==> src/rtl/bfe_pkg.sv <==
`timescale 1ns / 1ps
// ----------------------------------------------------------------------------
// Bloom filter engine package
// Sizes, codes, controller states and the command/status bundles.
// ----------------------------------------------------------------------------
package bfe_pkg;

	localparam int MAX_BYTES   = 16;
	localparam int FILTER_BITS = MAX_BYTES * 8;
	localparam int BYTE_IDX_W  = $clog2(MAX_BYTES);
	localparam int SIZE_W      = $clog2(MAX_BYTES + 1);
	localparam int BIT_IDX_W   = $clog2(FILTER_BITS);
	localparam int HCNT_W      = 6;
	localparam int ACTION_W    = 3;
	localparam int KEY_W       = 64;
	localparam int BVAL_W      = 8;
	localparam int COUNT_W     = 8;
	localparam int BCNT_W      = 4;
	localparam int SUM_W       = $clog2(FILTER_BITS + 1);

	localparam int IN_BITS     = ACTION_W + KEY_W + BYTE_IDX_W + BVAL_W;
	localparam int IN_DATA_W   = ((IN_BITS + 7) / 8) * 8;
	localparam int OUT_BITS    = 1 + COUNT_W;
	localparam int OUT_DATA_W  = ((OUT_BITS + 7) / 8) * 8;

	localparam int CFG_IDX_W   = 8;
	localparam int CFG_DATA_W  = 6;

	// Only state bits [30:0] feed the position bits [30:16].
	localparam int LCG_W       = 31;
	localparam int POS_W       = 15;
	localparam int POS_LSB     = 16;
	localparam logic [LCG_W-1:0] LCG_MUL = 31'd1103515245;
	localparam logic [LCG_W-1:0] LCG_ADD = 31'd12345;

	localparam logic [SIZE_W-1:0] SIZE_RESET = SIZE_W'(8);
	localparam logic [HCNT_W-1:0] HCNT_RESET = HCNT_W'(3);

	localparam logic [CFG_IDX_W-1:0] REG_SIZE_BYTES = CFG_IDX_W'(0);
	localparam logic [CFG_IDX_W-1:0] REG_HASH_COUNT = CFG_IDX_W'(1);

	typedef enum logic [ACTION_W-1:0] {
		ACT_ADD   = 3'd0,
		ACT_TEST  = 3'd1,
		ACT_DEL   = 3'd2,
		ACT_INIT  = 3'd3,
		ACT_CLEAR = 3'd4,
		ACT_MERGE = 3'd5
	} action_t;

	typedef enum logic [5:0] {
		ST_IDLE  = 6'b000001,
		ST_HASH  = 6'b000010,
		ST_DRAIN = 6'b000100,
		ST_APPLY = 6'b001000,
		ST_COUNT = 6'b010000,
		ST_SUM   = 6'b100000
	} state_t;

	typedef struct packed {
		logic load;
		logic step;
		logic apply;
		logic count;
		logic result;
	} cmd_t;

	typedef struct packed {
		logic hash_op;
		logic pipe_busy;
		logic out_full;
	} sts_t;

endpackage

==> src/rtl/bfe_controller.sv <==
`timescale 1ns / 1ps
// ----------------------------------------------------------------------------
// Bloom filter engine controller
// Sequences load, hash steps, drain, apply, popcount and result hand-off.
// ----------------------------------------------------------------------------
module bfe_controller (
	input  logic                      clk,
	input  logic                      arst_n,
	input  logic                      s_tvalid,
	input  logic [bfe_pkg::HCNT_W-1:0] hash_count,
	input  bfe_pkg::sts_t             sts,
	output logic                      s_tready,
	output bfe_pkg::cmd_t             cmd
);
	import bfe_pkg::*;

	state_t             state_q;
	state_t             state_n;
	logic [HCNT_W-1:0]  cnt_q;

	assign s_tready = (state_q == ST_IDLE);

	always_comb begin
		state_n = state_q;
		cmd     = '0;
		case (state_q)
			ST_IDLE: begin
				if (s_tvalid) begin
					cmd.load = 1'b1;
					state_n  = ST_HASH;
				end
			end
			ST_HASH: begin
				if (!sts.hash_op) begin
					state_n = ST_APPLY;
				end else if (cnt_q == hash_count) begin
					state_n = ST_DRAIN;
				end else begin
					cmd.step = 1'b1;
				end
			end
			ST_DRAIN: begin
				if (!sts.pipe_busy) begin
					state_n = ST_APPLY;
				end
			end
			ST_APPLY: begin
				cmd.apply = 1'b1;
				state_n   = ST_COUNT;
			end
			ST_COUNT: begin
				cmd.count = 1'b1;
				state_n   = ST_SUM;
			end
			ST_SUM: begin
				if (!sts.out_full) begin
					cmd.result = 1'b1;
					state_n    = ST_IDLE;
				end
			end
			default: begin
				state_n = ST_IDLE;
			end
		endcase
	end

	always_ff @(posedge clk or negedge arst_n) begin
		if (!arst_n) begin
			state_q <= ST_IDLE;
			cnt_q   <= '0;
		end else begin
			state_q <= state_n;
			if (cmd.load) begin
				cnt_q <= '0;
			end else if (cmd.step) begin
				cnt_q <= cnt_q + HCNT_W'(1);
			end
		end
	end

endmodule

==> src/rtl/bfe_datapath.sv <==
`timescale 1ns / 1ps
// ----------------------------------------------------------------------------
// Bloom filter engine datapath
// LCG hash pipeline, position modulo, key mask, filter array, popcount, output.
// ----------------------------------------------------------------------------
module bfe_datapath (
	input  logic                          clk,
	input  logic                          arst_n,
	input  logic [bfe_pkg::IN_DATA_W-1:0] s_tdata,
	input  logic [bfe_pkg::SIZE_W-1:0]    size_bytes,
	input  logic                          m_tready,
	input  bfe_pkg::cmd_t                 cmd,
	output bfe_pkg::sts_t                 sts,
	output logic                          m_tvalid,
	output logic [bfe_pkg::OUT_DATA_W-1:0] m_tdata
);
	import bfe_pkg::*;

	localparam int KEY_LSB  = ACTION_W;
	localparam int IDX_LSB  = KEY_LSB + KEY_W;
	localparam int BVAL_LSB = IDX_LSB + BYTE_IDX_W;
	localparam int QHI_W    = (POS_W - 3) / 2;
	localparam int QLO_W    = (POS_W - 3) - QHI_W;

	logic [ACTION_W-1:0]         action_q;
	logic [BYTE_IDX_W-1:0]       idx_q;
	logic [BVAL_W-1:0]           bval_q;
	logic [SIZE_W-1:0]           m_q;
	logic [LCG_W-1:0]            lcg_q;
	logic [2*LCG_W-1:0]          lcg_prod;
	logic [LCG_W-1:0]            lcg_next;
	logic [POS_W-1:0]            pos_s1;
	logic                        v_s1;
	logic [BYTE_IDX_W-1:0]       rem_s2;
	logic [QLO_W-1:0]            qlo_s2;
	logic [2:0]                  bit_s2;
	logic                        v_s2;
	logic [BYTE_IDX_W-1:0]       rem_fin;
	logic [BIT_IDX_W-1:0]        bitpos;
	logic [FILTER_BITS-1:0]      mask_q;
	logic [MAX_BYTES-1:0][7:0]   filter_q;
	logic [MAX_BYTES-1:0][7:0]   filter_n;
	logic [MAX_BYTES-1:0][7:0]   mask_b;
	logic [MAX_BYTES-1:0][BCNT_W-1:0] bcnt_q;
	logic                        present_n;
	logic                        present_q;
	logic [SUM_W-1:0]            sum_n;
	logic [COUNT_W-1:0]          count_n;
	logic [SIZE_W-1:0]           m_sat;
	logic                        out_valid_q;
	logic                        out_present_q;
	logic [COUNT_W-1:0]          out_count_q;

	function automatic logic [BYTE_IDX_W-1:0] mod_steps(
		input logic [BYTE_IDX_W-1:0] rem_in,
		input logic [QLO_W-1:0]      bits,
		input logic [SIZE_W-1:0]     d
	);
		logic [BYTE_IDX_W:0] r;
		r = {1'b0, rem_in};
		for (int i = QLO_W - 1; i >= 0; i--) begin
			r = {r[BYTE_IDX_W-1:0], bits[i]};
			if (r >= (BYTE_IDX_W + 1)'(d)) begin
				r = r - (BYTE_IDX_W + 1)'(d);
			end
		end
		return r[BYTE_IDX_W-1:0];
	endfunction

	always_comb begin
		if (size_bytes == '0) begin
			m_sat = SIZE_W'(1);
		end else if (size_bytes > SIZE_W'(MAX_BYTES)) begin
			m_sat = SIZE_W'(MAX_BYTES);
		end else begin
			m_sat = size_bytes;
		end
	end

	assign lcg_prod = lcg_q * LCG_MUL;
	assign lcg_next = lcg_prod[LCG_W-1:0] + LCG_ADD;

	assign rem_fin = mod_steps(rem_s2, qlo_s2, m_q);
	assign bitpos  = {rem_fin, bit_s2};
	assign mask_b  = mask_q;

	always_comb begin
		for (int b = 0; b < MAX_BYTES; b++) begin
			filter_n[b] = filter_q[b];
			case (action_q)
				ACT_ADD:   filter_n[b] = filter_q[b] | mask_b[b];
				ACT_DEL:   filter_n[b] = filter_q[b] & ~mask_b[b];
				ACT_INIT: begin
					if (SIZE_W'(b) < m_q) begin
						filter_n[b] = mask_b[b];
					end
				end
				ACT_CLEAR: filter_n[b] = '0;
				ACT_MERGE: begin
					if ((SIZE_W'(b) < m_q) && (idx_q == BYTE_IDX_W'(b))) begin
						filter_n[b] = filter_q[b] | bval_q;
					end
				end
				default:   filter_n[b] = filter_q[b];
			endcase
		end
	end

	assign present_n = (action_q == ACT_TEST) && ((filter_q & mask_q) == mask_q);

	always_comb begin
		sum_n = '0;
		for (int b = 0; b < MAX_BYTES; b++) begin
			if (SIZE_W'(b) < m_q) begin
				sum_n = sum_n + SUM_W'(bcnt_q[b]);
			end
		end
	end

	assign count_n = (sum_n > SUM_W'(255)) ? COUNT_W'(255) : COUNT_W'(sum_n);

	always_ff @(posedge clk or negedge arst_n) begin
		if (!arst_n) begin
			v_s1        <= 1'b0;
			v_s2        <= 1'b0;
			out_valid_q <= 1'b0;
			filter_q    <= '0;
		end else begin
			v_s1 <= cmd.step;
			v_s2 <= v_s1;
			if (cmd.apply) begin
				filter_q <= filter_n;
			end
			if (cmd.result) begin
				out_valid_q <= 1'b1;
			end else if (m_tready) begin
				out_valid_q <= 1'b0;
			end
		end
	end

	always_ff @(posedge clk) begin
		if (cmd.load) begin
			action_q <= s_tdata[KEY_LSB-1:0];
			idx_q    <= s_tdata[BVAL_LSB-1:IDX_LSB];
			bval_q   <= s_tdata[BVAL_LSB+BVAL_W-1:BVAL_LSB];
			m_q      <= m_sat;
			lcg_q    <= s_tdata[KEY_LSB+LCG_W-1:KEY_LSB];
			mask_q   <= '0;
		end else begin
			if (cmd.step) begin
				lcg_q  <= lcg_next;
				pos_s1 <= lcg_next[POS_LSB+POS_W-1:POS_LSB];
			end
			if (v_s2) begin
				mask_q[bitpos] <= 1'b1;
			end
		end
		if (v_s1) begin
			rem_s2 <= mod_steps('0, pos_s1[POS_W-1:POS_W-QHI_W], m_q);
			qlo_s2 <= pos_s1[QLO_W+2:3];
			bit_s2 <= pos_s1[2:0];
		end
		if (cmd.apply) begin
			present_q <= present_n;
		end
		if (cmd.count) begin
			for (int b = 0; b < MAX_BYTES; b++) begin
				bcnt_q[b] <= BCNT_W'($countones(filter_q[b]));
			end
		end
		if (cmd.result) begin
			out_present_q <= present_q;
			out_count_q   <= count_n;
		end
	end

	assign sts.hash_op   = (action_q == ACT_ADD) || (action_q == ACT_TEST) ||
		(action_q == ACT_DEL) || (action_q == ACT_INIT);
	assign sts.pipe_busy = v_s1 || v_s2;
	assign sts.out_full  = out_valid_q;

	assign m_tvalid = out_valid_q;
	assign m_tdata  = {(OUT_DATA_W - OUT_BITS)'(0), out_count_q, out_present_q};

endmodule

==> src/rtl/bloom_filter_engine_core.sv <==
`timescale 1ns / 1ps
// ----------------------------------------------------------------------------
// Bloom filter engine core
// Add, test, delete and init take hash_count LCG steps, one step per cycle,
// then go through a two-stage modulo and a pipeline drain before apply,
// popcount and result; clear, merge and unused actions skip to apply.
// One item in flight; the next is taken only after the result is registered.
// Reset clears the filter, sets size_bytes to 8 and hash_count to 3.
// ----------------------------------------------------------------------------
module bloom_filter_engine_core (
	input  logic                              clk,
	input  logic                              arst_n,
	input  logic                              s_tvalid,
	output logic                              s_tready,
	// action[2:0], key[66:3], byte_index[70:67], byte_value[78:71], zero pad
	input  logic [bfe_pkg::IN_DATA_W-1:0]     s_tdata,
	output logic                              m_tvalid,
	input  logic                              m_tready,
	// present[0], ones_count[8:1], zero pad
	output logic [bfe_pkg::OUT_DATA_W-1:0]    m_tdata,
	input  logic                              cfg_valid,
	output logic                              cfg_ready,
	input  logic [bfe_pkg::CFG_IDX_W-1:0]     cfg_index,
	input  logic [bfe_pkg::CFG_DATA_W-1:0]    cfg_data
);
	import bfe_pkg::*;

	logic [SIZE_W-1:0] size_q;
	logic [HCNT_W-1:0] hcnt_q;
	cmd_t              cmd;
	sts_t              sts;

	assign cfg_ready = 1'b1;

	always_ff @(posedge clk or negedge arst_n) begin
		if (!arst_n) begin
			size_q <= SIZE_RESET;
			hcnt_q <= HCNT_RESET;
		end else if (cfg_valid) begin
			if (cfg_index == REG_SIZE_BYTES) begin
				size_q <= cfg_data[SIZE_W-1:0];
			end else if (cfg_index == REG_HASH_COUNT) begin
				hcnt_q <= cfg_data[HCNT_W-1:0];
			end
		end
	end

	bfe_controller u_ctrl (
		.clk        (clk),
		.arst_n     (arst_n),
		.s_tvalid   (s_tvalid),
		.hash_count (hcnt_q),
		.sts        (sts),
		.s_tready   (s_tready),
		.cmd        (cmd)
	);

	bfe_datapath u_dp (
		.clk        (clk),
		.arst_n     (arst_n),
		.s_tdata    (s_tdata),
		.size_bytes (size_q),
		.m_tready   (m_tready),
		.cmd        (cmd),
		.sts        (sts),
		.m_tvalid   (m_tvalid),
		.m_tdata    (m_tdata)
	);

endmodule

==> config.mk <==
export PLATFORM = sky130hd
export DESIGN_NAME = bloom_filter_engine_core
export DESIGN_NICKNAME = d
export VERILOG_FILES = /design/src/rtl/bfe_pkg.sv /design/src/rtl/bfe_controller.sv /design/src/rtl/bfe_datapath.sv /design/src/rtl/bloom_filter_engine_core.sv
export SDC_FILE = /design/constraint.sdc
export NUM_CORES = 2
export LEC_CHECK = 0
export BUFFER_PORTS_ARGS = -buffer_cell sky130_fd_sc_hd__buf_2
export CORE_MARGIN = 2
export CORE_UTILIZATION = 44
export DETAILED_ROUTE_END_ITERATION = 10
export PLACE_DENSITY_LB_ADDON = 0.25
export SYNTH_ARGS = -nofsm -noshare
export SYNTH_HDL_FRONTEND = slang
export SYNTH_SLANG_ARGS = --single-unit
==> constraint.sdc <==
create_clock -name clk -period 18.65 [get_ports clk]
set_clock_uncertainty 0.15 [all_clocks]
set_input_delay 1.865 -clock clk [delete_from_list [all_inputs] [get_ports clk]]
set_output_delay 1.865 -clock clk [all_outputs]
set_load 0.005 [all_outputs]
# Word level (Yosys, flattened, before mapping)

Cells that the tools add are included.

Bits in registers: 435
Bits of input ports: 99
Word-level logic and storage cells: 515

$add $sub $neg: 141
$mul: 1
$lt $le $gt $ge: 32
Equal/unequal tests: 65
Multiplexer cells: 105
Bitwise logic cells: 68
Reduce and logical (&&, ||, !) cells: 50

Operators by type and width:

| kind                                                       | number |
|---|---|
| case mux 8 bit (5 select lines)                            | 16 |
| two-way mux 8 bit                                          | 47 |
| OR 8 bit                                                   | 32 |
| adder 4 bit                                                | 48 |
| adder 1 x 1 -> 2 bit                                       | 64 |
| AND 128 bit                                                | 1 |
| AND 8 bit                                                  | 16 |
| equality test 128 bit                                      | 1 |
| NOT 8 bit                                                  | 16 |
| OR 128 bit                                                 | 1 |
| adder 8 x 4 -> 8 bit                                       | 14 |
| two-way mux 4 bit                                          | 18 |
| AND reduction 4 bit                                        | 17 |
| != test 2 x 1 -> 1 bit (second input constant)             | 32 |
| two-way mux 31 bit                                         | 2 |
| greater-or-equal comparator 5 bit                          | 11 |
| subtractor 4 bit                                           | 11 |
| two-way mux 6 bit                                          | 7 |
| less-than comparator 4 x 5 -> 1 bit (first input constant) | 8 |
| case mux 6 bit (6 select lines)                            | 1 |
| equality test 4 bit (second input constant)                | 8 |
| adder 31 x 14 -> 31 bit (second input constant)            | 1 |
| multiplier 31 x 31 -> 31 bit (second input constant)       | 1 |
| less-than comparator 3 x 5 -> 1 bit (first input constant) | 4 |
| other kinds (41)                                           | 85 |

# Longest topological paths before layout

Depth in word-level cells: 33
Mapped depth: 70
Mapped depth without buffers: 68

# Hierarchy

Synthesis repeated with hierarchy kept, for this count alone.

Cell total of the unflattened synthesis: 3716
Area, all modules: 35216.3 um^2

By module, submodules not included:

| module                   | times used | cells each | area an instance (um^2) | sequential area each (um^2) |
|---|---|---|---|---|
| bfe_datapath             | 1          | 3600       | 33882.5                 | 10435.0 |
| bfe_controller           | 1          | 87         | 825.8                   | 301.5 |
| bloom_filter_engine_core | 1          | 29         | 508.0                   | 279.0 |

# Worst setup path after synthesis

OpenSTA, ideal clock, no wires.

Kind: register to register
Start: register u_dp.m_q[1]
End: register u_dp.out_count_q[7], data pin
Arrival time: 14.040 ns
Slack: 4.203 ns
Cell stages (with the launch flop): 62
Path buffers: 1
Path through: edfxtp_1 -> buf_2 -> nor2_1 -> nand2_1 -> and2_1 -> ha_1 -> inv_1 -> fa_1 -> o21ai_0 -> inv_1 -> fa_1 -> nor2b_1 -> o21ai_0 -> o211ai_1 -> inv_1 -> fa_1 -> a22oi_1 -> inv_1 -> (+26 left out) -> fa_1 -> nand2_1 -> a21boi_0 -> inv_1 -> fa_1 -> nor2b_1 -> nor3_1 -> a211oi_1 -> a21oi_1 -> ha_1 -> a21oi_1 -> nor2b_1 -> o21ai_0 -> nand2b_1 -> maj3_2 -> o2111a_1 -> a311o_2 -> xnor2_1

Cells in the longest elaborated chain, start to end: 33

Ends and longest elaborated chain:

| item                                | line                | source |
|---|---|---|
| from (decl)                         | bfe_datapath.sv:28  | `logic [SIZE_W-1:0] m_q;` |
| from (signal assigned)              | bfe_datapath.sv:147 | `m_q <= m_sat;` |
| less-than comparator 1 x 5 -> 1 bit | bfe_datapath.sv:114 | `if (SIZE_W'(b) < m_q) begin` |
| two-way mux 4 bit                   | bfe_datapath.sv:114 |  |
| adder 4 x 4 -> 5 bit                | bfe_datapath.sv:115 | `sum_n = sum_n + SUM_W'(bcnt_q[b]);` |
| two-way mux 8 bit                   | bfe_datapath.sv:114 |  |
| adder 8 x 4 -> 8 bit                | bfe_datapath.sv:115 |  |
| two-way mux 8 bit                   | bfe_datapath.sv:114 |  |
| adder 8 x 4 -> 8 bit                | bfe_datapath.sv:115 |  |
| two-way mux 8 bit                   | bfe_datapath.sv:114 |  |
| (+18 left out)                      | --                  |  |
| adder 8 x 4 -> 8 bit                | bfe_datapath.sv:115 |  |
| two-way mux 8 bit                   | bfe_datapath.sv:114 |  |
| adder 8 x 4 -> 8 bit                | bfe_datapath.sv:115 |  |
| two-way mux 8 bit                   | bfe_datapath.sv:114 |  |
| adder 8 x 4 -> 8 bit                | bfe_datapath.sv:115 |  |
| two-way mux 8 bit (*)               | bfe_datapath.sv:114 |  |
| named net u_dp.sum_n[7]             | bfe_datapath.sv:47  | `logic [SUM_W-1:0] sum_n;` |
| greater-than comparator 8 bit       | bfe_datapath.sv:120 | `assign count_n = (sum_n > SUM_W'(255)) ? COUNT_W'(255) : COUNT_W'(sum_n);` |
| to (signal assigned)                | bfe_datapath.sv:174 | `out_count_q <= count_n;` |
| to (decl)                           | bfe_datapath.sv:52  | `logic [COUNT_W-1:0] out_count_q;` |

Mark *: on every way through the listed nets, which the timed path passes. The rest lies on a longest branch.
A chain may end at the register's enable or synchronous reset.

# Final worst setup path

Start: register u_dp.m_q[4]
End: register u_dp.out_count_q[7], data pin

The elaborated chain is that of the path after synthesis.

==> metrics.md <==
| Metric | Value |
|---|---|
| Startpoint type of the worst setup path | `flip-flop` |
| Main flop type after synthesis | `edfxtp_1` |
| Layout cells sized above 1 | `0.0807` |
| Register area share after synthesis | `0.316` |
| Via count | `about 26,000` |
| Compound-Gate Fraction of Synth Area | `0.151` |
| Worst-Skew Late Latency | `0.63 ns` |
| Core area | `slightly below 80,000 um2` |
| Mux share of post-synthesis cell area | `0.0259` |
| Grt ovf | `0` |
| Die Area | `just over 80,000 um2` |
| # fillers | `~7,300` |
| Final Cycle Share | `0.856` |
| Critical Path RT | `approximately 19 ns` |
| Met2 Wirelength | `between 40,000 and 50,000 um` |
| Syn-to-layout area delta | `9.54%` |
| Die H | `approximately 290 um` |
| Synthesis Warnings | `0` |
| Multi-input gate area in the final layout | `approximately 21,000 um2` |
| Most frequent CP cell | `fa_1` |
| Met3 routed WL | `7430 um` |
| Count leader, synth | `inv_1` |
| Syn Area/Cell | `9.57 um2` |
| CP delay by family, top | `adder cells` |
| RR Endpoint | `u_dp.out_count_q[7]$_DFFE_PP_` |
| EDFF count, synth | `about 150` |
| Die Width | `around 290 um` |
| Slew headroom | `0.185` |
| Vias in the first global route | `between 20,000 and 30,000` |
| Synth unique cells | `84` |
| WP data arrival | `16.18 ns` |
| Worst path max stage delay | `about 0.66 ns` |
| Clk root buf | `clkbuf_16` |
| Gpl congestion | `0.954` |
| DRC | `0` |
| CTS Hold Buffers Added | `0` |
| TritonCTS clock tree | `yes` |
| Pin count of the biggest net entering global routing | `171` |
| MaxCap Viol Count | `0` |
| Max layer used | `met5` |
| Worst min path class | `flip-flop to flip-flop` |
| Pre-Repair DR Iteration Count | `6` |
| Clk sinks | `roughly 440` |
| Final Hold Vio Count | `0` |
| Clock Pin Slew Worst Setup and Hold Paths | `~0.06 ns` |
| Final setup viols | `0` |
| Buffers & Inverters on Critical Path | `11` |
| Min cycle time layout | `between 15 and 20 ns` |
| Hold path start | `u_dp.pos_s1[3]$_DFFE_PP_` |
| Via/cell ratio | `5.49` |
| Most frequent cells after synthesis | `inv_1, ha_1, a21oi_1, o21ai_0, nor2_1` |
| Slew Limit Fails | `0` |
| Remaining antenna violation count | `0` |
| Main combinational cell family by area after synthesis | `adder cells` |
| Wl on met1 | `~46,000 um` |
| Num rows | `between 100 and 150` |
| Post-route setup TNS | `0 ns` |
| Top post-synthesis cells by area | `fa_1, ha_1, edfxtp_1, dfrtp_1, dfxtp_1` |
| Post-CTS setup buffers | `0` |
| RSZ-0062 raised after global routing | `no` |
| Worst-path maximum fanout | `18` |
| Worst Hold End | `u_dp.qlo_s2[0]$_DFFE_PP_` |
| Post-Synth Simple-Gate Area | `0.0869` |
| Reg2Reg Depth | `61` |
| Ys async rst share | `0.354` |
| Net count, final | `4,493` |
| Port Buffers | `75` |
| Fraction of post-synthesis cell area in the top cell type by area | `0.157` |
| F_max | `between 60 and 70 MHz` |
| Crit-path slowest cell | `edfxtp_1` |
| Drt wl/cell | `between 20 and 25 um` |
| Clock buffer count from CTS | `52` |
| Register area | `about 11,000 um2` |
| Synth Area in XOR/XNOR | `0.0384` |
| WP depth | `between 60 and 70` |
| Hold Path Stages | `0` |
| Initial antenna violation count | `4` |
| Fraction of the mapped netlist area in adder cells | `0.304` |
| DRT iter0 DRCs | `roughly 2,500` |
| Status | `finished clean` |
| Post-DP HPWL | `between 70,000 and 80,000 um` |
| R2R setup slack | `approximately 2.7 ns` |
| Clock tree buffer depth | `3` |
| Cell Area, Synth | `between 30,000 and 40,000 um2` |
| I/O pin count | `around 120` |
| Reg-to-Reg Start | `u_dp.m_q[4]$_SDFFCE_PN0P_` |
| All-Layer GR Usage | `0.251` |
| Worst setup path class | `flip-flop to flip-flop` |
| First-pass GRT wire length | `between 150,000 and 200,000 um` |
| Worst slew pin tran | `around 1.2 ns` |
| Yosys top cell by area | `fa_1` |
| Drt total wl | `between 100,000 and 150,000 um` |
| CP endpoint kind | `flip-flop` |
| Starting density of the core | `0.442` |
| Mapped Cells | `between 3,000 and 4,000` |
| Post-CTS sizing | `0` |
| Number of H-tree levels | `2` |
| Seq cells post-synth | `roughly 440` |
==> through the flow <==
step                      cell area (um2)  instances  setup slack (ns)  hold slack [ns]  utilization
final                               38200       4808              2.69            0.265        0.485
after global routing                38100       4805              1.65            0.273        0.484
after CTS                           38100       4805              2.63            0.267        0.484
after detailed placement            36500       4709              2.67            0.255        0.463
after global placement              36500       4709              2.82            0.250        0.463
after floorplan                     34900       3645              4.20            0.250            -
==> per-layer routing <==
layer  global-route usage  vias up
met5                    0        -
met4               0.0910        4
met3               0.0368      197
met2                0.390      973
met1                0.356    12824
li1                     -    12406
==> area by class of cell <==
type	count	area share
diodes	3	0.000197
clock buffers	72	0.0382
clock inverters	24	0.00610
inverters	593	0.0583
multi-input cells	2516	0.556
flip-flops and latches	435	0.289
well taps	1050	0.0344
repair buffers	115	0.0182
==> cell usage in the layout (no fill, tap or decap), types with 34 or more instances in the layout <==
| cell | n |
|---|---|
| a21o_1 | 66 |
| a21oi_1 | 362 |
| buf_2 | 74 |
| buf_4 | 39 |
| clkbuf_16 | 54 |
| dfrtp_1 | 150 |
| dfxtp_1 | 128 |
| edfxtp_1 | 153 |
| fa_1 | 273 |
| ha_1 | 408 |
| inv_1 | 589 |
| mux2_2 | 57 |
| nand2_1 | 162 |
| nor2_1 | 309 |
| nor2b_1 | 40 |
| o21ai_0 | 332 |
| o22ai_1 | 42 |
| xnor2_1 | 95 |
| xor2_1 | 34 |
==> state kept, by name (all words and copies together) (netlist names), 3 cells and up <==
name and cells:
u_dp.filter_q 128, u_dp.mask_b 128, u_dp.bcnt_q 64, u_dp.lcg_q 31, u_dp.pos_s1 15, u_dp.bval_q 8, u_dp.out_count_q 8, hcnt_q 6
u_ctrl.cnt_q 6, u_ctrl.state_q 6, u_dp.qlo_s2 6, size_q 5, u_dp.m_q 5, u_dp.idx_q 4, u_dp.rem_s2 4, u_dp.action_q 3
u_dp.bit_s2 3
==> worst max path at each step <==
stage,start,endpoint,slack [ns]
after global placement,u_dp.m_q[4]$_SDFFCE_PN0P_,u_dp.out_count_q[7]$_DFFE_PP_,2.82
final,u_dp.m_q[4]$_SDFFCE_PN0P_,u_dp.out_count_q[7]$_DFFE_PP_,2.69
after floorplan,u_dp.m_q[1]$_SDFFCE_PP0P_,u_dp.out_count_q[7]$_DFFE_PP_,4.20
after global routing,u_dp.m_q[4]$_SDFFCE_PN0P_,u_dp.out_count_q[7]$_DFFE_PP_,1.65
after CTS,u_dp.m_q[4]$_SDFFCE_PN0P_,u_dp.out_count_q[7]$_DFFE_PP_,2.63
after detailed placement,u_dp.m_q[4]$_SDFFCE_PN0P_,u_dp.out_count_q[7]$_DFFE_PP_,2.67
==> kinds of logic (layout without fill, tap and decap cells) <==
logic type | count (synthesis) | in the layout
xor+xnor | 138 | 138
buf+inv | 694 | 804
other cells | 2 | 11
mux | 83 | 83
flops | 435 | 435
simple gates | 670 | 670
compound gates | 933 | 933
fa+ha+maj | 684 | 684
Power is left out: the tool's default activity adds up to more than one toggle a clock period on the data nets, which glitch-free logic cannot reach.
